`config.mk`:
```
export PLATFORM = sky130hd
export DESIGN_NAME = bounding_box_normalize_core
export DESIGN_NICKNAME = d
export VERILOG_FILES = /design/src/rtl/bbn_pkg.sv /design/src/rtl/bounding_box_normalize_core.sv
export SDC_FILE = /design/constraint.sdc
export NUM_CORES = 2
export LEC_CHECK = 0
export ABC_AREA = 1
export BUFFER_PORTS_ARGS = -buffer_cell sky130_fd_sc_hd__buf_4
export CAP_MARGIN = 20
export CORE_UTILIZATION = 60
export CTS_CLUSTER_DIAMETER = 80
export CTS_CLUSTER_SIZE = 8
export DETAILED_ROUTE_END_ITERATION = 8
export PLACE_DENSITY = 0.77
export SLEW_MARGIN = 15
export SYNTH_ARGS = -nofsm -noshare
export SYNTH_HDL_FRONTEND = slang
export SYNTH_SLANG_ARGS = --single-unit
```
`constraint.sdc`:
```
create_clock -name clock -period 14.61 [get_ports clock]
set_clock_uncertainty 0.2 [all_clocks]
set_input_delay 0.7305 -clock clock [delete_from_list [all_inputs] [get_ports clock]]
set_output_delay 0.7305 -clock clock [all_outputs]
set_load 0.02 [all_outputs]
```
`src/rtl/bbn_pkg.sv`:
```
`timescale 1ns / 1ps
// ----------------------------------------------------------------------------
// bbn_pkg: shared definitions for the bounding box normalizer
// Default widths, operation codes and status codes.
// ----------------------------------------------------------------------------
package bbn_pkg;

   localparam int COORD_WIDTH_DEF = 24;
   localparam int FRAC_BITS_DEF   = 16;

   localparam int OP_WIDTH     = 2;
   localparam int STATUS_WIDTH = 2;

   typedef logic [OP_WIDTH-1:0]     op_type;
   typedef logic [STATUS_WIDTH-1:0] status_type;

   localparam op_type OP_ADD   = 2'd0;
   localparam op_type OP_NORM  = 2'd1;
   localparam op_type OP_CLEAR = 2'd2;

   localparam status_type ST_OK        = 2'd0;
   localparam status_type ST_NO_BOUNDS = 2'd1;
   localparam status_type ST_ZERO_DIAG = 2'd2;

endpackage

```
`src/rtl/bounding_box_normalize_core.sv`:
```
`timescale 1ns / 1ps
// Sequence: add, clear and ignored words are handled in S_IDLE; a normalize word squares
//   and sums the three extents (S_SQR, S_ACC), checks the sum (S_CHECK), then per axis runs
//   S_MAG, S_MSQ, S_DINIT, S_DOVF, 2*FRAC_BITS+4 divide steps and FRAC_BITS+2 root steps on
//   the shared subtractor, and S_SAT (an axis whose quotient overflows skips the divide).
//   No bounds goes from S_IDLE to S_FIN, a zero diagonal from S_CHECK; a stall holds S_FIN.
// Throughput: one word at a time; req_stall stays high until the sequencer idles.
// ----------------------------------------------------------------------------
// bounding_box_normalize_core
// Tracks an axis-aligned bounding box and scales vertices to a unit diagonal.
// Reset: synchronous; bounds return to empty, the output register empties.
// ----------------------------------------------------------------------------
module bounding_box_normalize_core #(
   parameter int COORD_WIDTH = bbn_pkg::COORD_WIDTH_DEF,
   parameter int FRAC_BITS   = bbn_pkg::FRAC_BITS_DEF
) (
   input  logic                                  clock,
   input  logic                                  reset,
   // request channel
   input  logic                                  req_valid,
   output logic                                  req_stall,
   input  bbn_pkg::op_type                       req_operation,
   input  logic signed [COORD_WIDTH-1:0]         req_pos_x,
   input  logic signed [COORD_WIDTH-1:0]         req_pos_y,
   input  logic signed [COORD_WIDTH-1:0]         req_pos_z,
   // response channel
   output logic                                  rsp_valid,
   input  logic                                  rsp_stall,
   output logic signed [FRAC_BITS+1:0]           rsp_norm_x,
   output logic signed [FRAC_BITS+1:0]           rsp_norm_y,
   output logic signed [FRAC_BITS+1:0]           rsp_norm_z,
   output bbn_pkg::status_type                   rsp_status
);

   // Widths:
   //   MW  magnitude of 2v - low - high, and multiplier operand
   //   PW  multiplier product
   //   SW  sum of squared box extents
   //   QW  quotient of (mag^2 << 2F) / S, capped; its root has OW bits
   //   DW  shared subtractor, wide enough for divide and root remainders
   localparam int CW  = COORD_WIDTH;
   localparam int F   = FRAC_BITS;
   localparam int OW  = F + 2;
   localparam int MW  = CW + 2;
   localparam int PW  = 2 * MW;
   localparam int SW  = 2 * CW + 2;
   localparam int QW  = 2 * F + 4;
   localparam int DW  = (SW + 1 > F + 5) ? SW + 1 : F + 5;
   localparam int CNW = $clog2(QW + 1);

   // sequencer states
   localparam logic [3:0] S_IDLE  = 4'd0;
   localparam logic [3:0] S_SQR   = 4'd1;
   localparam logic [3:0] S_ACC   = 4'd2;
   localparam logic [3:0] S_CHECK = 4'd3;
   localparam logic [3:0] S_MAG   = 4'd4;
   localparam logic [3:0] S_MSQ   = 4'd5;
   localparam logic [3:0] S_DINIT = 4'd6;
   localparam logic [3:0] S_DOVF  = 4'd7;
   localparam logic [3:0] S_DIV   = 4'd8;
   localparam logic [3:0] S_ROOT  = 4'd9;
   localparam logic [3:0] S_SAT   = 4'd10;
   localparam logic [3:0] S_FIN   = 4'd11;

   localparam logic [1:0] AX_X = 2'd0;
   localparam logic [1:0] AX_Y = 2'd1;
   localparam logic [1:0] AX_Z = 2'd2;

   localparam logic signed [CW-1:0] COORD_TOP = {1'b0, {(CW-1){1'b1}}};
   localparam logic signed [CW-1:0] COORD_BOT = {1'b1, {(CW-1){1'b0}}};

   // control state
   logic [3:0]            state_ff, state_in;
   logic [1:0]            axis_ff, axis_in;
   logic [CNW-1:0]        cnt_ff, cnt_in;
   logic                  seen_ff, seen_in;
   logic                  rsp_valid_ff, rsp_valid_in;

   // bounding box
   logic signed [CW-1:0]  low_x_ff, low_y_ff, low_z_ff;
   logic signed [CW-1:0]  low_x_in, low_y_in, low_z_in;
   logic signed [CW-1:0]  high_x_ff, high_y_ff, high_z_ff;
   logic signed [CW-1:0]  high_x_in, high_y_in, high_z_in;

   // datapath
   logic signed [CW-1:0]  vx_ff, vy_ff, vz_ff, vx_in, vy_in, vz_in;
   logic [SW-1:0]         s_ff, s_in;
   logic [PW-1:0]         prod_ff, prod_in;
   logic [MW-1:0]         mag_ff, mag_in;
   logic                  neg_ff, neg_in;
   logic [DW-1:0]         rem_ff, rem_in;
   logic [QW-1:0]         nsh_ff, nsh_in;
   logic [OW-1:0]         root_ff, root_in;
   logic signed [OW-1:0]  nx_ff, ny_ff, nz_ff, nx_in, ny_in, nz_in;
   bbn_pkg::status_type   st_ff, st_in;

   // output register
   logic signed [OW-1:0]  out_x_ff, out_y_ff, out_z_ff, out_x_in, out_y_in, out_z_in;
   bbn_pkg::status_type   out_st_ff, out_st_in;

   // shared units and axis selection
   logic signed [CW-1:0]  low_sel, high_sel, v_sel;
   logic [CW-1:0]         extent;
   logic signed [MW-1:0]  num;
   logic [MW-1:0]         mul_a;
   logic [PW-1:0]         mul_p;
   logic [DW-1:0]         sub_a, sub_b, sub_diff;
   logic [DW:0]           sub_full;
   logic                  sub_ge;
   logic [DW-1:0]         a_div, a_root, b_root;
   logic [OW-1:0]         sat_val;
   logic                  out_free;

   // Pick the current axis for extent, offset and saturation work.
   always_comb begin
      case (axis_ff)
         AX_X: begin
            low_sel = low_x_ff; high_sel = high_x_ff; v_sel = vx_ff;
         end
         AX_Y: begin
            low_sel = low_y_ff; high_sel = high_y_ff; v_sel = vy_ff;
         end
         AX_Z: begin
            low_sel = low_z_ff; high_sel = high_z_ff; v_sel = vz_ff;
         end
         default: begin
            low_sel = low_x_ff; high_sel = high_x_ff; v_sel = vx_ff;
         end
      endcase
   end

   // Box extent: high >= low once any vertex has been added, so it fits CW bits.
   assign extent = high_sel - low_sel;

   // Centered, doubled offset: 2v - low - high.
   assign num = {v_sel[CW-1], v_sel, 1'b0}
              - {{2{low_sel[CW-1]}}, low_sel}
              - {{2{high_sel[CW-1]}}, high_sel};

   // Single squarer, registered in prod_ff.
   assign mul_p = mul_a * mul_a;

   // Single subtract-and-compare shared by overflow check, divide and root.
   assign sub_full = {1'b0, sub_a} - {1'b0, sub_b};
   assign sub_diff = sub_full[DW-1:0];
   assign sub_ge   = ~sub_full[DW];

   // Restoring divide step: shift in the next dividend bit.
   assign a_div  = {rem_ff[DW-2:0], nsh_ff[QW-1]};
   // Digit-by-digit root step: bring down two quotient bits, trial 4r+1.
   assign a_root = {rem_ff[DW-3:0], nsh_ff[QW-1 -: 2]};
   assign b_root = {{(DW-OW-2){1'b0}}, root_ff, 2'b01};

   // Saturate the root to Q1.F and apply the sign.
   always_comb begin
      if (!neg_ff) begin
         sat_val = root_ff[OW-1] ? {1'b0, {(OW-1){1'b1}}} : root_ff;
      end else if (root_ff[OW-1] && (|root_ff[OW-2:0])) begin
         sat_val = {1'b1, {(OW-1){1'b0}}};
      end else begin
         sat_val = ~root_ff + 1'b1;
      end
   end

   // Output register may take a new word when empty or being drained.
   assign out_free = !rsp_valid_ff || !rsp_stall;

   always_comb begin
      state_in     = state_ff;
      axis_in      = axis_ff;
      cnt_in       = cnt_ff;
      seen_in      = seen_ff;
      rsp_valid_in = rsp_valid_ff;
      low_x_in     = low_x_ff;
      low_y_in     = low_y_ff;
      low_z_in     = low_z_ff;
      high_x_in    = high_x_ff;
      high_y_in    = high_y_ff;
      high_z_in    = high_z_ff;
      vx_in        = vx_ff;
      vy_in        = vy_ff;
      vz_in        = vz_ff;
      s_in         = s_ff;
      prod_in      = prod_ff;
      mag_in       = mag_ff;
      neg_in       = neg_ff;
      rem_in       = rem_ff;
      nsh_in       = nsh_ff;
      root_in      = root_ff;
      nx_in        = nx_ff;
      ny_in        = ny_ff;
      nz_in        = nz_ff;
      st_in        = st_ff;
      out_x_in     = out_x_ff;
      out_y_in     = out_y_ff;
      out_z_in     = out_z_ff;
      out_st_in    = out_st_ff;
      sub_a        = rem_ff;
      sub_b        = {{(DW-SW){1'b0}}, s_ff};
      mul_a        = {2'b00, extent};

      // drop the delivered word
      if (rsp_valid_ff && !rsp_stall) begin
         rsp_valid_in = 1'b0;
      end

      case (state_ff)
         S_IDLE: begin
            if (req_valid) begin
               case (req_operation)
                  bbn_pkg::OP_ADD: begin
                     if (req_pos_x < low_x_ff)  low_x_in  = req_pos_x;
                     if (req_pos_y < low_y_ff)  low_y_in  = req_pos_y;
                     if (req_pos_z < low_z_ff)  low_z_in  = req_pos_z;
                     if (req_pos_x > high_x_ff) high_x_in = req_pos_x;
                     if (req_pos_y > high_y_ff) high_y_in = req_pos_y;
                     if (req_pos_z > high_z_ff) high_z_in = req_pos_z;
                     seen_in = 1'b1;
                  end
                  bbn_pkg::OP_CLEAR: begin
                     low_x_in  = COORD_TOP;
                     low_y_in  = COORD_TOP;
                     low_z_in  = COORD_TOP;
                     high_x_in = COORD_BOT;
                     high_y_in = COORD_BOT;
                     high_z_in = COORD_BOT;
                     seen_in   = 1'b0;
                  end
                  bbn_pkg::OP_NORM: begin
                     vx_in = req_pos_x;
                     vy_in = req_pos_y;
                     vz_in = req_pos_z;
                     nx_in = '0;
                     ny_in = '0;
                     nz_in = '0;
                     if (!seen_ff) begin
                        st_in    = bbn_pkg::ST_NO_BOUNDS;
                        state_in = S_FIN;
                     end else begin
                        s_in     = '0;
                        axis_in  = AX_X;
                        state_in = S_SQR;
                     end
                  end
                  default: begin
                  end
               endcase
            end
         end
         S_SQR: begin
            prod_in  = mul_p;
            state_in = S_ACC;
         end
         S_ACC: begin
            s_in = s_ff + prod_ff[SW-1:0];
            if (axis_ff == AX_Z) begin
               axis_in  = AX_X;
               state_in = S_CHECK;
            end else begin
               axis_in  = axis_ff + 1'b1;
               state_in = S_SQR;
            end
         end
         S_CHECK: begin
            if (s_ff == '0) begin
               st_in    = bbn_pkg::ST_ZERO_DIAG;
               state_in = S_FIN;
            end else begin
               st_in    = bbn_pkg::ST_OK;
               state_in = S_MAG;
            end
         end
         S_MAG: begin
            neg_in   = num[MW-1];
            mag_in   = num[MW-1] ? -num : num;
            state_in = S_MSQ;
         end
         S_MSQ: begin
            mul_a    = mag_ff;
            prod_in  = mul_p;
            state_in = S_DINIT;
         end
         S_DINIT: begin
            // dividend is mag^2 << 2F; its part above the quotient bits is mag^2 >> 4
            rem_in   = {{(DW-PW+4){1'b0}}, prod_ff[PW-1:4]};
            nsh_in   = {prod_ff[3:0], {(QW-4){1'b0}}};
            state_in = S_DOVF;
         end
         S_DOVF: begin
            if (sub_ge) begin
               // quotient overflows QW bits: cap it, the root saturates anyway
               nsh_in   = '1;
               rem_in   = '0;
               root_in  = '0;
               cnt_in   = CNW'(OW);
               state_in = S_ROOT;
            end else begin
               cnt_in   = CNW'(QW);
               state_in = S_DIV;
            end
         end
         S_DIV: begin
            sub_a  = a_div;
            rem_in = sub_ge ? sub_diff : a_div;
            nsh_in = {nsh_ff[QW-2:0], sub_ge};
            cnt_in = cnt_ff - 1'b1;
            if (cnt_ff == CNW'(1)) begin
               rem_in   = '0;
               root_in  = '0;
               cnt_in   = CNW'(OW);
               state_in = S_ROOT;
            end
         end
         S_ROOT: begin
            sub_a   = a_root;
            sub_b   = b_root;
            rem_in  = sub_ge ? sub_diff : a_root;
            root_in = {root_ff[OW-2:0], sub_ge};
            nsh_in  = {nsh_ff[QW-3:0], 2'b00};
            cnt_in  = cnt_ff - 1'b1;
            if (cnt_ff == CNW'(1)) begin
               state_in = S_SAT;
            end
         end
         S_SAT: begin
            case (axis_ff)
               AX_X:    nx_in = sat_val;
               AX_Y:    ny_in = sat_val;
               AX_Z:    nz_in = sat_val;
               default: nx_in = sat_val;
            endcase
            if (axis_ff == AX_Z) begin
               axis_in  = AX_X;
               state_in = S_FIN;
            end else begin
               axis_in  = axis_ff + 1'b1;
               state_in = S_MAG;
            end
         end
         S_FIN: begin
            // hold the word until the output register frees up
            if (out_free) begin
               out_x_in     = nx_ff;
               out_y_in     = ny_ff;
               out_z_in     = nz_ff;
               out_st_in    = st_ff;
               rsp_valid_in = 1'b1;
               state_in     = S_IDLE;
            end
         end
         default: begin
            state_in = S_IDLE;
         end
      endcase
   end

   // control registers
   always_ff @(posedge clock) begin
      if (reset) begin
         state_ff     <= S_IDLE;
         axis_ff      <= AX_X;
         cnt_ff       <= '0;
         seen_ff      <= 1'b0;
         rsp_valid_ff <= 1'b0;
         low_x_ff     <= COORD_TOP;
         low_y_ff     <= COORD_TOP;
         low_z_ff     <= COORD_TOP;
         high_x_ff    <= COORD_BOT;
         high_y_ff    <= COORD_BOT;
         high_z_ff    <= COORD_BOT;
      end else begin
         state_ff     <= state_in;
         axis_ff      <= axis_in;
         cnt_ff       <= cnt_in;
         seen_ff      <= seen_in;
         rsp_valid_ff <= rsp_valid_in;
         low_x_ff     <= low_x_in;
         low_y_ff     <= low_y_in;
         low_z_ff     <= low_z_in;
         high_x_ff    <= high_x_in;
         high_y_ff    <= high_y_in;
         high_z_ff    <= high_z_in;
      end
   end

   // payload registers
   always_ff @(posedge clock) begin
      vx_ff     <= vx_in;
      vy_ff     <= vy_in;
      vz_ff     <= vz_in;
      s_ff      <= s_in;
      prod_ff   <= prod_in;
      mag_ff    <= mag_in;
      neg_ff    <= neg_in;
      rem_ff    <= rem_in;
      nsh_ff    <= nsh_in;
      root_ff   <= root_in;
      nx_ff     <= nx_in;
      ny_ff     <= ny_in;
      nz_ff     <= nz_in;
      st_ff     <= st_in;
      out_x_ff  <= out_x_in;
      out_y_ff  <= out_y_in;
      out_z_ff  <= out_z_in;
      out_st_ff <= out_st_in;
   end

   assign req_stall  = (state_ff != S_IDLE);
   assign rsp_valid  = rsp_valid_ff;
   assign rsp_norm_x = out_x_ff;
   assign rsp_norm_y = out_y_ff;
   assign rsp_norm_z = out_z_ff;
   assign rsp_status = out_st_ff;

endmodule
```
==> summary.md <==
| Metric | Value |
|---|---|
| Fillers | `8,400` |
| Gate Count Post-Synth | `7,335` |
| Cell area after synthesis | `58,700 um^2` |
| Crit path launch | `axis_ff[0]` |
| Worst Max-Slew Pin Slew | `1.13 ns` |
| Crit-path leading delay family | `adder cells` |
| Layout cells sized above 1 | `5.67%` |
| Setup-failing EPs final | `0` |
| Slowest-stage cell, CP | `inv_1` |
| Initial Utilization | `60.7%` |
| Post-synth EDFFs | `417` |
| Register Area | `15,700 um^2` |
| First-pass GRT wire length | `281,000 um` |
| Required time worst endpoint | `14.80 ns` |
| Die area | `99,200 um^2` |
| Worst hold endpoint | `vz_ff[20]` |
| Total grt overflow | `0` |
| Outcome | `finished, final reports clean` |
| Bufs and invs on worst path | `12` |
| Clk_lat worst skew | `0.69 ns` |
| RSZ-0062 raised after global routing | `no` |
| Initial antenna violation count | `3` |
| Max-cap violations | `0` |
| All-Layer GR Usage | `36.7%` |
| FP Rows | `114` |
| Max clock buf depth | `3` |
| CTS tree | `done` |
| Post-synthesis simple-gate area fraction | `18.6%` |
| Synth unique cells | `63` |
| Horiz. Die Dim | `315 um` |
| Hold_ws | `0.0728 ns` |
| Final Cycle Share | `81.3%` |
| Root Driver | `clkbuf_16` |
| Post-synthesis register bit count | `575` |
| H-tree Lvls | `3` |
| Per-cell routed wire length | `20.7 um` |
| IO Port Bufs | `135` |
| Final Max Tran Viols | `0` |
| Finished Layout Cells | `8,733` |
| FF-to-FF path depth | `43` |
| WS Path Type | `flip-flop to flip-flop` |
| Final hold violation count | `0` |
| Async SR Flop Fraction | `0%` |
| CP Max Fanout | `28` |
| Hpwl dp | `142,000 um` |
| CTS buffer count | `85` |
| CP endpoint kind | `flip-flop` |
| Syn Nets | `8,455` |
| Largest net degree at the start of global routing | `92` |
| Final #Nets | `8,510` |
| First-pass DRT Iterations | `6` |
| Largest family of logic cells by synthesized area | `adder cells` |
| Die height | `315 um` |
| Area Growth Syn to Fin | `8.05%` |
| Clock Sinks | `575` |
| Compound-Gate Fraction of Synth Area | `12.7%` |
| Vias in the first global route | `50,600` |
| # IOs | `136` |
| Seq/Total Area, Yosys | `26.7%` |
| Antenna viol nets, final | `0` |
| DR DRC count | `0` |
| GPL Wtd Cong | `1.01` |
| Fmax | `0.0842 GHz` |
| Routed WL | `181,000 um` |
| Reg2reg end | `prod_ff[44]` |
| Syn avg cell area | `8.01 um^2` |
| Inst Count DP | `8,579` |
| Worst Min Path Start | `req_pos_z[20]` |
| CP arrival | `12.07 ns` |
| Synth Area in XOR/XNOR | `1.86%` |
| RR Startpoint | `axis_ff[0]` |
| Post-Synth Adder-Cell Area | `29.1%` |
| Main synth FF type | `edfxtp_1` |
| Clock-pin transition on the worst setup and hold timing paths | `0.05 ns` |
| Min-Delay Path Depth | `1` |
| DR vias/cell | `5.86` |
| Crit path time final | `11.88 ns` |
| Core ar. | `96,900 um^2` |
| Slowest stage delay, CP | `0.83 ns` |
| Iteration-0 DRC Markers | `5,208` |
| Most numerous cell on the critical path | `inv_1` |
| Ys Warns | `0` |
| Via count | `51,200` |
| Post-CTS Setup Inserts | `0` |
| Setup TNS | `0 ns` |
| Max-slew headroom | `24.6%` |
| Min-Delay Path Class | `primary input to flip-flop` |
| Hold buffers post-CTS | `0` |
| Setup crit start kind | `flip-flop` |
| Post-CTS Resized | `0` |
| Post-synthesis mux area share | `0%` |
| Reg-to-reg slack, setup | `2.73 ns` |
| Area of the multi-input gates | `36,700 um^2` |
-- routing by layer --
layer	track usage [%]	vias up	share of wire (%)
met5	0	-	0.013
met4	16.0	4	4.9
met3	6.44	495	8.5
met2	59.2	2408	46
met1	48.6	24400	41
li1	-	23800	-
-- stage by stage --
step	worst slack [ns]	instance area (um^2)	util [%]
final	2.73	63500	65.5
after global routing	2.12	63500	65.5
after CTS	2.91	63500	65.5
after detailed placement	2.96	60900	62.9
after global placement	3.04	60900	62.9
after floorplan	5.08	58700	-
-- layout by cell type, fill, tap and decap left out, types with 34 or more instances in the layout --
master	count
nor2_1	627
clkbuf_1	52
o21ai_0	366
buf_4	190
ha_1	503
o221ai_1	98
nor3_1	40
nand3_1	368
xnor2_1	55
dfxtp_1	158
o211ai_1	42
nand4_1	48
or2_2	55
a31oi_1	34
a21oi_1	492
xor2_1	68
nand2_1	1411
o21ai_1	40
fa_1	538
edfxtp_1	417
inv_1	1442
o21a_1	34
clkbuf_16	85
-- Yosys cell counts, types with 4 or more instances --
cell type | n | area share (%)
o21ai_0 | 366 | 3.1
nand4_1 | 48 | 0.51
nor2_2 | 11 | 0.12
buf_2 | 52 | 0.44
a21o_1 | 31 | 0.40
xnor2_1 | 55 | 0.82
o22ai_1 | 24 | 0.26
o221ai_1 | 98 | 1.5
a221o_1 | 24 | 0.41
clkinv_1 | 5 | 0.032
ha_1 | 504 | 11
a31oi_1 | 34 | 0.36
nor4_1 | 27 | 0.29
nand3b_1 | 7 | 0.089
o21ai_2 | 12 | 0.18
buf_4 | 11 | 0.14
a21oi_1 | 495 | 4.2
nor2_1 | 634 | 4.1
nor2_4 | 4 | 0.077
buf_1 | 17 | 0.11
inv_1 | 1444 | 9.2
a21boi_0 | 7 | 0.089
clkbuf_1 | 133 | 0.85
inv_2 | 15 | 0.096
a2bb2oi_1 | 12 | 0.18
and3_1 | 7 | 0.075
or2_2 | 55 | 0.59
nand3_1 | 368 | 3.1
o21bai_1 | 18 | 0.23
a311oi_1 | 7 | 0.10
o21ai_1 | 41 | 0.35
o21a_1 | 34 | 0.43
xor2_1 | 68 | 1.0
edfxtp_1 | 417 | 21
fa_1 | 538 | 18
nand2_2 | 11 | 0.12
nor3_1 | 40 | 0.34
dfxtp_1 | 158 | 5.4
o211ai_1 | 42 | 0.54
buf_6 | 8 | 0.15
a211oi_1 | 9 | 0.12
nand2_1 | 1412 | 9.0
-- cells by family after synthesis --
| logic type | Yosys count |
|---|---|
| simple gates | 2636 |
| buf+inv | 1686 |
| compound gates | 1272 |
| fa+ha+maj | 1042 |
| flops | 575 |
| xor+xnor | 124 |
-- sequential cells by signal, summed over array words and instances, names as in the netlist, 6 cells and up --
register    cells
prod_ff        51
rem_ff         51
s_ff           50
nsh_ff         36
mag_ff         26
high_x_ff      24
high_y_ff      24
high_z_ff      24
low_x_ff       24
low_y_ff       24
low_z_ff       24
vx_ff          24
vy_ff          24
vz_ff          24
nx_ff          18
ny_ff          18
nz_ff          18
root_ff        18
rsp_norm_x     18
rsp_norm_y     18
rsp_norm_z     18
cnt_ff          6
-- how the worst max path moves through the flow --
stage,to,depth (start not counted)
finish,prod_ff[44],43
global route,prod_ff[44],43
CTS,prod_ff[44],46
detailed placement,prod_ff[44],46
global placement,prod_ff[44],46
floorplan,prod_ff[44],45
-- layout make-up --
| cell class | instances | area share (%) |
|---|---|---|
| multi-input cells | 5074 | 57.8 |
| flip-flops and latches | 575 | 24.7 |
| inverters | 1464 | 8.66 |
| clock buffers | 137 | 3.66 |
| well taps | 1276 | 2.52 |
| repair buffers | 190 | 2.25 |
| clock inverters | 15 | 0.428 |
| diodes | 2 | 0.00789 |
Power is left out: the tool's default activity adds up to more than one toggle a clock period on the data nets, which glitch-free logic cannot reach.
